**src/hw/rtl/bc_pkg.sv**
```systemverilog
// Package: widths, limits, shared types and the saturating add of the Bray-Curtis block.
package bc_pkg;

    localparam int VALUE_BITS = 24;
    localparam int MAX_LENGTH = 4096;
    localparam int FRAC_BITS  = 16;

    localparam int SUM_BITS   = VALUE_BITS + $clog2(MAX_LENGTH);
    localparam int QUO_BITS   = FRAC_BITS + 1;
    localparam int CNT_BITS   = $clog2(FRAC_BITS + 1);
    localparam int QDEPTH     = 2;
    localparam int QPTR_BITS  = $clog2(QDEPTH);
    localparam int QCNT_BITS  = $clog2(QDEPTH + 1);

    localparam longint unsigned SUM_LIMIT_L =
        ((64'd1 << VALUE_BITS) - 64'd1) * 64'(MAX_LENGTH);
    localparam logic [SUM_BITS-1:0] SUM_LIMIT = SUM_BITS'(SUM_LIMIT_L);

    typedef struct packed {
        logic [SUM_BITS-1:0] sum_first;
        logic [SUM_BITS-1:0] sum_second;
        logic [SUM_BITS-1:0] sum_minimum;
    } sums_t;

    typedef struct packed {
        logic full;
        logic empty;
    } q_stat_t;

    typedef enum logic [3:0] {
        ST_IDLE = 4'b0001,
        ST_PREP = 4'b0010,
        ST_DIV  = 4'b0100,
        ST_OUT  = 4'b1000
    } back_state_t;

    // add with clamp at the per-sum ceiling
    function automatic logic [SUM_BITS-1:0] sat_add(
        input logic [SUM_BITS-1:0]   acc,
        input logic [VALUE_BITS-1:0] v
    );
        logic [SUM_BITS:0] s;
        begin
            s = {1'b0, acc} + (SUM_BITS + 1)'(v);
            sat_add = (s > {1'b0, SUM_LIMIT}) ? SUM_LIMIT : s[SUM_BITS-1:0];
        end
    endfunction

endpackage

```
**src/hw/rtl/bc_in_if.sv**
```systemverilog
// Interface: input channel carrying one element pair per beat.
interface bc_in_if;
    logic                          valid;
    logic                          ready;
    logic [bc_pkg::VALUE_BITS-1:0] first_value;
    logic [bc_pkg::VALUE_BITS-1:0] second_value;
    logic                          last_element;

    modport source (output valid, first_value, second_value, last_element, input ready);
    modport sink   (input valid, first_value, second_value, last_element, output ready);
endinterface

```
**src/hw/rtl/bc_out_if.sv**
```systemverilog
// Interface: output channel carrying one dissimilarity result per beat.
interface bc_out_if;
    logic                        valid;
    logic                        ready;
    logic [bc_pkg::QUO_BITS-1:0] dissimilarity;
    logic                        undefined;

    modport source (output valid, dissimilarity, undefined, input ready);
    modport sink   (input valid, dissimilarity, undefined, output ready);
endinterface

```
**src/hw/rtl/bc_front.sv**
```systemverilog
// Front end: accumulates the three running sums and hands finished vectors on.
module bc_front (
    input  logic            clk,
    input  logic            rst_n,
    bc_in_if.sink           sample,
    input  bc_pkg::q_stat_t q_stat,
    output logic            push,
    output bc_pkg::sums_t   push_sums
);

    bc_pkg::sums_t sums_reg;
    bc_pkg::sums_t sums_next;
    bc_pkg::sums_t sums_add;
    logic [bc_pkg::VALUE_BITS-1:0] min_val;
    logic accept;

    assign sample.ready = !q_stat.full;
    assign accept       = sample.valid && sample.ready;
    assign min_val      = (sample.first_value < sample.second_value) ?
                          sample.first_value : sample.second_value;

    always_comb
    begin
        sums_add.sum_first   = bc_pkg::sat_add(sums_reg.sum_first,   sample.first_value);
        sums_add.sum_second  = bc_pkg::sat_add(sums_reg.sum_second,  sample.second_value);
        sums_add.sum_minimum = bc_pkg::sat_add(sums_reg.sum_minimum, min_val);
        sums_next = sums_reg;
        if (accept)
        begin
            // clear after the last pair of a vector
            sums_next = sample.last_element ? '0 : sums_add;
        end
    end

    assign push      = accept && sample.last_element;
    assign push_sums = sums_add;

    always_ff @(posedge clk or negedge rst_n)
    begin
        if (!rst_n)
        begin
            sums_reg <= '0;
        end
        else
        begin
            sums_reg <= sums_next;
        end
    end

endmodule

```
**src/hw/rtl/bc_queue.sv**
```systemverilog
// Queue: two-entry buffer of finished sums between front and back.
module bc_queue (
    input  logic            clk,
    input  logic            rst_n,
    input  logic            push,
    input  bc_pkg::sums_t   push_sums,
    input  logic            pop,
    output bc_pkg::sums_t   head,
    output bc_pkg::q_stat_t q_stat
);

    bc_pkg::sums_t                mem_reg [bc_pkg::QDEPTH];
    logic [bc_pkg::QPTR_BITS-1:0] wr_ptr_reg, wr_ptr_next;
    logic [bc_pkg::QPTR_BITS-1:0] rd_ptr_reg, rd_ptr_next;
    logic [bc_pkg::QCNT_BITS-1:0] count_reg, count_next;

    assign q_stat.full  = (count_reg == bc_pkg::QCNT_BITS'(bc_pkg::QDEPTH));
    assign q_stat.empty = (count_reg == '0);
    assign head         = mem_reg[rd_ptr_reg];

    always_comb
    begin
        wr_ptr_next = push ? wr_ptr_reg + 1'b1 : wr_ptr_reg;
        rd_ptr_next = pop  ? rd_ptr_reg + 1'b1 : rd_ptr_reg;
        count_next  = count_reg;
        if (push && !pop)
        begin
            count_next = count_reg + 1'b1;
        end
        else if (pop && !push)
        begin
            count_next = count_reg - 1'b1;
        end
    end

    always_ff @(posedge clk or negedge rst_n)
    begin
        if (!rst_n)
        begin
            wr_ptr_reg <= '0;
            rd_ptr_reg <= '0;
            count_reg  <= '0;
        end
        else
        begin
            wr_ptr_reg <= wr_ptr_next;
            rd_ptr_reg <= rd_ptr_next;
            count_reg  <= count_next;
        end
    end

    always_ff @(posedge clk)
    begin
        if (push)
        begin
            mem_reg[wr_ptr_reg] <= push_sums;
        end
    end

endmodule

```
**src/hw/rtl/bc_back.sv**
```systemverilog
// Back end: forms numerator and denominator, runs the restoring divider, holds the result.
module bc_back (
    input  logic            clk,
    input  logic            rst_n,
    input  bc_pkg::q_stat_t q_stat,
    input  bc_pkg::sums_t   head,
    output logic            pop,
    bc_out_if.source        result
);

    bc_pkg::back_state_t state_reg, state_next;

    bc_pkg::sums_t                sums_reg, sums_next;
    logic [bc_pkg::SUM_BITS-1:0]  den_reg, den_next;
    logic [bc_pkg::SUM_BITS:0]    rem_reg, rem_next;
    logic [bc_pkg::QUO_BITS-1:0]  quo_reg, quo_next;
    logic [bc_pkg::CNT_BITS-1:0]  cnt_reg, cnt_next;
    logic [bc_pkg::QUO_BITS-1:0]  dis_reg, dis_next;
    logic                         und_reg, und_next;

    logic [bc_pkg::SUM_BITS-1:0]  mn;
    logic [bc_pkg::SUM_BITS:0]    r2;
    logic                         ge;

    // min(B,C) = min(sum1,sum2) - A, and A + min(B,C) = min(sum1,sum2)
    assign mn = (sums_reg.sum_first < sums_reg.sum_second) ?
                sums_reg.sum_first : sums_reg.sum_second;
    assign r2 = (cnt_reg == '0) ? rem_reg : {rem_reg[bc_pkg::SUM_BITS-1:0], 1'b0};
    assign ge = (r2 >= {1'b0, den_reg});

    assign pop                  = (state_reg == bc_pkg::ST_IDLE) && !q_stat.empty;
    assign result.valid         = (state_reg == bc_pkg::ST_OUT);
    assign result.dissimilarity = dis_reg;
    assign result.undefined     = und_reg;

    always_comb
    begin
        state_next = state_reg;
        sums_next  = sums_reg;
        den_next   = den_reg;
        rem_next   = rem_reg;
        quo_next   = quo_reg;
        cnt_next   = cnt_reg;
        dis_next   = dis_reg;
        und_next   = und_reg;
        case (state_reg)
            bc_pkg::ST_IDLE:
            begin
                if (!q_stat.empty)
                begin
                    sums_next  = head;
                    state_next = bc_pkg::ST_PREP;
                end
            end
            bc_pkg::ST_PREP:
            begin
                den_next = mn;
                rem_next = {1'b0, mn - sums_reg.sum_minimum};
                quo_next = '0;
                cnt_next = '0;
                if (mn == '0)
                begin
                    dis_next   = '0;
                    und_next   = 1'b1;
                    state_next = bc_pkg::ST_OUT;
                end
                else
                begin
                    state_next = bc_pkg::ST_DIV;
                end
            end
            bc_pkg::ST_DIV:
            begin
                rem_next = ge ? (r2 - {1'b0, den_reg}) : r2;
                quo_next = {quo_reg[bc_pkg::QUO_BITS-2:0], ge};
                cnt_next = cnt_reg + 1'b1;
                if (cnt_reg == bc_pkg::CNT_BITS'(bc_pkg::FRAC_BITS))
                begin
                    dis_next   = {quo_reg[bc_pkg::QUO_BITS-2:0], ge};
                    und_next   = 1'b0;
                    state_next = bc_pkg::ST_OUT;
                end
            end
            bc_pkg::ST_OUT:
            begin
                if (result.ready)
                begin
                    state_next = bc_pkg::ST_IDLE;
                end
            end
            default:
            begin
                state_next = bc_pkg::ST_IDLE;
            end
        endcase
    end

    always_ff @(posedge clk or negedge rst_n)
    begin
        if (!rst_n)
        begin
            state_reg <= bc_pkg::ST_IDLE;
            cnt_reg   <= '0;
        end
        else
        begin
            state_reg <= state_next;
            cnt_reg   <= cnt_next;
        end
    end

    always_ff @(posedge clk)
    begin
        sums_reg <= sums_next;
        den_reg  <= den_next;
        rem_reg  <= rem_next;
        quo_reg  <= quo_next;
        dis_reg  <= dis_next;
        und_reg  <= und_next;
    end

endmodule

```
**src/hw/rtl/bray_curtis_balanced_component.sv**
```systemverilog
// Top level: balanced-variation component of the Bray-Curtis dissimilarity.
//
// Usage
//   sample : one element pair per beat (first_value, second_value, last_element).
//            Pairs sum one beat per cycle unless stalled; last_element closes a vector.
//   result : one beat per vector: dissimilarity (unsigned, 1 << 16 means 1.0,
//            truncated) and undefined, set when the denominator is zero, with
//            dissimilarity then zero.
//   Order:   from the beat carrying last_element to result.valid, the queue entry
//            is popped, numerator and denominator are formed, then 17 divider
//            steps run, the last of which loads the result register; with a zero
//            denominator the result register is loaded when they are formed.
//   Throughput: one pair per cycle while the two-entry queue has room. The
//            restoring divider, one quotient bit a cycle, holds the back end
//            until its result is taken; the back end handles one vector at a
//            time, so runs of short vectors may see sample.ready drop.
//   Reset: clears the running sums, the queue and the back end; no result pending.
//   Stall: result stays valid and stable until taken; the back end then holds, the
//          queue fills, and sample.ready falls once both queue entries are in use.
module bray_curtis_balanced_component (
    input  logic       clk,
    input  logic       rst_n,
    bc_in_if.sink      sample,
    bc_out_if.source   result
);

    bc_pkg::q_stat_t q_stat;
    bc_pkg::sums_t   push_sums;
    bc_pkg::sums_t   head;
    logic            push;
    logic            pop;

    // accumulate and close vectors
    bc_front u_front (
        .clk       (clk),
        .rst_n     (rst_n),
        .sample    (sample),
        .q_stat    (q_stat),
        .push      (push),
        .push_sums (push_sums)
    );

    // decouple accumulation from division
    bc_queue u_queue (
        .clk       (clk),
        .rst_n     (rst_n),
        .push      (push),
        .push_sums (push_sums),
        .pop       (pop),
        .head      (head),
        .q_stat    (q_stat)
    );

    // divide and present the result
    bc_back u_back (
        .clk    (clk),
        .rst_n  (rst_n),
        .q_stat (q_stat),
        .head   (head),
        .pop    (pop),
        .result (result)
    );

    // a flagged result carries zero
    a_undef_zero: assert property (@(posedge clk) disable iff (!rst_n)
        result.valid && result.undefined |-> result.dissimilarity == '0)
        else $error("undefined result with non-zero dissimilarity");

    // fraction never exceeds one
    a_frac_range: assert property (@(posedge clk) disable iff (!rst_n)
        result.valid |-> result.dissimilarity <= (bc_pkg::QUO_BITS'(1) << bc_pkg::FRAC_BITS))
        else $error("dissimilarity above 1.0");

    // queue never both full and empty, and never popped while empty
    a_queue_sane: assert property (@(posedge clk) disable iff (!rst_n)
        !(q_stat.full && q_stat.empty) && !(pop && q_stat.empty))
        else $error("queue status inconsistent");

    // input is held off only when the queue is full
    a_ready_full: assert property (@(posedge clk) disable iff (!rst_n)
        !sample.ready |-> q_stat.full)
        else $error("sample stalled without a full queue");

endmodule

```
**src/flat_wrapper.sv**
```systemverilog
// flat-port wrapper written by rule: the top's interface ports become plain ports
module bray_curtis_balanced_component_flat 
  (clk, rst_n, sample_valid, sample_first_value, sample_second_value, sample_last_element, sample_ready, result_valid, result_dissimilarity, result_undefined, result_ready);
  bc_in_if sample_i ();
  bc_out_if result_i ();
  input  logic clk;
  input  logic rst_n;
  input wire logic [$bits(sample_i.valid)-1:0] sample_valid;
  input wire logic [$bits(sample_i.first_value)-1:0] sample_first_value;
  input wire logic [$bits(sample_i.second_value)-1:0] sample_second_value;
  input wire logic [$bits(sample_i.last_element)-1:0] sample_last_element;
  output wire logic [$bits(sample_i.ready)-1:0] sample_ready;
  output wire logic [$bits(result_i.valid)-1:0] result_valid;
  output wire logic [$bits(result_i.dissimilarity)-1:0] result_dissimilarity;
  output wire logic [$bits(result_i.undefined)-1:0] result_undefined;
  input wire logic [$bits(result_i.ready)-1:0] result_ready;
  assign sample_i.valid = sample_valid;
  assign sample_i.first_value = sample_first_value;
  assign sample_i.second_value = sample_second_value;
  assign sample_i.last_element = sample_last_element;
  assign sample_ready = sample_i.ready;
  assign result_valid = result_i.valid;
  assign result_dissimilarity = result_i.dissimilarity;
  assign result_undefined = result_i.undefined;
  assign result_i.ready = result_ready;
  bray_curtis_balanced_component u_core (.clk(clk), .rst_n(rst_n), .sample(sample_i), .result(result_i));
endmodule
```
**config.mk**
```make
export PLATFORM = sky130hd
export DESIGN_NAME = bray_curtis_balanced_component_flat
export DESIGN_NICKNAME = d
export VERILOG_FILES = /design/src/hw/rtl/bc_pkg.sv /design/src/hw/rtl/bc_in_if.sv /design/src/hw/rtl/bc_out_if.sv /design/src/hw/rtl/bc_front.sv /design/src/hw/rtl/bc_queue.sv /design/src/hw/rtl/bc_back.sv /design/src/hw/rtl/bray_curtis_balanced_component.sv /design/src/flat_wrapper.sv
export SDC_FILE = /design/constraint.sdc
export NUM_CORES = 1
export LEC_CHECK = 0
export BUFFER_PORTS_ARGS = -buffer_cell sky130_fd_sc_hd__buf_4
export CAP_MARGIN = 30
export CORE_ASPECT_RATIO = 0.7
export CORE_MARGIN = 5
export CORE_UTILIZATION = 60
export CTS_CLUSTER_SIZE = 24
export DETAILED_ROUTE_END_ITERATION = 10
export PLACE_DENSITY = 0.77
export SYNTH_ARGS = -nofsm -noshare
export SYNTH_HDL_FRONTEND = slang
export SYNTH_SLANG_ARGS = --single-unit
```
**constraint.sdc**
```tcl
create_clock -name clk -period 24.7 [get_ports clk]
set_clock_uncertainty 0.1 [all_clocks]
set_input_delay 4.94 -clock clk [delete_from_list [all_inputs] [get_ports clk]]
set_output_delay 4.94 -clock clk [all_outputs]
set_load 0.02 [all_outputs]
```
==> summary.txt <==
GRT
  • Global route overflow: 0
  • Vias in the first global route: approximately 23k
  • First-pass GRT wire length: 142.0 mm
  • GRT Util Overall: 0.3168
  • Antenna violations before repair: 4
  • Largest net degree at the start of global routing: just under 80

Worst setup path
  • Critical Path Sink: u_core.u_queue.mem_reg[0][9]$_DFFE_PP_
  • Crit path DAT: roughly 11 ns
  • Reg2reg end: u_core.u_back.rem_reg[35]$_DFFE_PP_
  • Crit start category: input port
  • FF-to-FF path depth: 19
  • Register-to-Register Setup Slack: ~17 ns
  • Critical Path Sink Type: flop
  • Crit. Startpoint: sample_second_value[1]
  • Worst-path fanout max: 25
  • Critical Path RT: roughly 25 ns
  • Reg-to-Reg Start: u_core.u_back.sums_reg[106]$_DFFE_PP_
  • Kind of critical path: input port to flop

STA
  • Setup tns final: 0 ns
  • Final Slew Violations: 0
  • Worst slew margin: 0.3403
  • Final setup fails: 0
  • Worst-Margin Slew: roughly 0.96 ns
  • Final hold violations: 0
  • Min Hold Slack: approximately 0.39 ns
  • Period minus WS final: about 11 ns
  • Fmax: 0.08970 GHz
  • Final worst-path cycle share: 0.4514
  • RSZ-0062 raised after global routing: false

Clocking
  • Cts hold-fix bufs: 0
  • Post-CTS Setup Inserts: 0
  • CTS Sinks: 552
  • TritonCTS buffer count: 53
  • H-tree levels: 2
  • # resized after CTS: 0
  • Clk root buf: clkbuf_16
  • Longest Clk Path Bufs: 3
  • Clock latency on the worst-skew pair: roughly 0.63 ns
  • CTS tree: done
  • Clock slew at reported path FFs: roughly 0.07 ns

Yosys
  • Syn Nets: about 3.1k
  • Synth cell types: 91
  • Ys flop type: edfxtp_1
  • Post-synthesis sequential area ratio: 0.4967
  • Mapped Area: approximately 32000 um^2
  • Post-synth EDFFs: between 400 and 500
  • Gate Count Post-Synth: between 2k and 3k
  • Yosys warns: 0
  • #FFs+latches synth: approximately 550
  • Mean area per synthesized cell: 11.14 um^2
  • Share of flip-flops with an asynchronous set or reset: 0.2192

Layout
  • Nets@finish: between 3k and 4k
  • Commonest cells after routing, fill and taps aside: edfxtp_1 (431), nand2_1 (222), mux2_2 (208)
  • N_diodes: 0
  • Area delta synth->final: 9.821%
  • Most common cell after layout, fill and taps aside: edfxtp_1
  • Max reg flops: 216
  • Fin area: 35310 um^2
  • Share of layout cells above drive strength 1: 0.1510
  • Fill count: approximately 4.0k

Placed design
  • Final Wtd Congestion: roughly 1.0
  • PortBufs: 72
  • Detailed Place HPWL: 70.67 mm
  • DP Area: 33460 um^2

Detailed routing
  • WL final: roughly 94 mm
  • Drt drc: 0
  • DR pass1 iterations: 6
  • Drt wl/cell: 25.34 um
  • Via density: 6.550
  • DR vias: approximately 24k
  • DRT iter0 DRCs: between 2k and 3k
  • Antenna Nets Post-Route: 0

Floorplanning
  • Rows: 71
  • Die Wd: around 290 um
  • Core area: between 50000 and 60000 um^2
  • Die height: about 200 um
  • I/O pins: between 70 and 80
  • Die area: 58400 um^2
  • Starting Density: 0.6023

Status
  • Status: finished, final reports clean

Min path
  • Hold depth: 2
  • Hold WC Path Type: flop to flop

Run
  • Max Cap Viol: 0
-- area by class of cell --
| type | instances | area, um^2 | area share |
|---|---|---|---|
| clock buffers | 64 | 1388 | 0.03929 |
| clock inverters | 36 | 390.4 | 0.01105 |
| inverters | 192 | 720.7 | 0.02041 |
| multi-input cells | 2030 | 15100 | 0.4275 |
| flip-flops and latches | 552 | 15980 | 0.4524 |
| well taps | 730 | 913.4 | 0.02586 |
| repair buffers | 106 | 828.3 | 0.02346 |
-- worst min path at each step --
stage	startpoint	to	slack, ns
floorplan	u_core.u_front.sums_reg[75]$_DFFE_PN0P_	u_core.u_front.sums_reg[75]$_DFFE_PN0P_	0.35
global placement	u_core.u_front.sums_reg[80]$_DFFE_PN0P_	u_core.u_front.sums_reg[80]$_DFFE_PN0P_	0.37
detailed placement	u_core.u_front.sums_reg[81]$_DFFE_PN0P_	u_core.u_front.sums_reg[81]$_DFFE_PN0P_	0.38
CTS	u_core.u_queue.count_reg[1]$_DFFE_PN0P_	u_core.u_queue.count_reg[1]$_DFFE_PN0P_	0.39
global route	u_core.u_front.sums_reg[81]$_DFFE_PN0P_	u_core.u_front.sums_reg[81]$_DFFE_PN0P_	0.40
finish	u_core.u_front.sums_reg[81]$_DFFE_PN0P_	u_core.u_front.sums_reg[81]$_DFFE_PN0P_	0.39
-- logic make-up (layout without fill, tap and decap cells) --
kind of cell,Yosys count,after routing,synth area share
DFF,552,552,0.4967
xor gates and xnor gates,147,147,0.04047
AOI/OAI and AO/OA,705,705,0.1498
muxes,226,226,0.07844
buffers and inverters,304,398,0.03634
adders and majority gates,209,209,0.08249
and+or+nand+nor,743,743,0.1158
-- layer usage --
metal	GRT usage	part of all wire	wire [um]	vias to the layer above
met5	0	0.00065	61	-
met4	0.07372	0.024	2279	8
met3	0.1030	0.12	11150	166
met2	0.4523	0.42	39150	1225
met1	0.4736	0.44	41380	11930
li1	-	-	-	10970
-- Yosys cell counts (all sizes together) (29+ instances only) --
| cell type | n | area share |
|---|---|---|
| nor3 | 46 | 0.0075 |
| and3 | 32 | 0.0062 |
| nand4 | 50 | 0.0097 |
| a21oi | 184 | 0.029 |
| nor2b | 29 | 0.0056 |
| nand2b | 30 | 0.0058 |
| xor2 | 69 | 0.019 |
| xnor2 | 77 | 0.021 |
| dfrtp | 120 | 0.093 |
| a211oi | 36 | 0.0087 |
| and2 | 30 | 0.0058 |
| edfxtp | 431 | 0.40 |
| a21o | 54 | 0.013 |
| mux2 | 208 | 0.073 |
| nor4 | 32 | 0.0062 |
| o21ai | 120 | 0.019 |
| a22o | 56 | 0.015 |
| nor2 | 148 | 0.017 |
| inv | 192 | 0.022 |
| ha | 204 | 0.079 |
| nand3 | 54 | 0.0084 |
| clkbuf | 96 | 0.011 |
| nand2 | 223 | 0.026 |
-- metrics by stage --
step | instances | worst slack, ns | utilization
after CTS | 3705 | 13.75 | 0.6601
final | 3710 | 13.55 | 0.6614
after global placement | 3604 | 13.26 | 0.6267
after floorplan | 2886 | 12.08 | -
after global routing | 3710 | 13.34 | 0.6614
after detailed placement | 3605 | 13.16 | 0.6268
-- worst max-delay path, cell delays in order --
cell and delay (ns):
buf_4 0.13, inv_1 0.13, ha_1 0.25, a21o_1 0.15, a21o_1 0.17, a21oi_1 0.13, nor2b_1 0.06, o21ai_0 0.16
a21oi_1 0.15, o21ai_0 0.34, a31o_2 0.71, mux2_2 0.29, ha_1 0.21, inv_1 0.07, fa_1 0.39, nand2b_1 0.20
a21oi_1 0.27, o21ai_1 0.18, nor2b_1 0.16, o21ai_0 0.23, xor2_1 0.25, or4b_1 0.46, or4_4 0.54, o41ai_4 0.31
buf_4 0.34, nor2_1 0.11
Power is left out: the tool's default activity adds up to more than one toggle a clock period on the data nets, which glitch-free logic cannot reach.
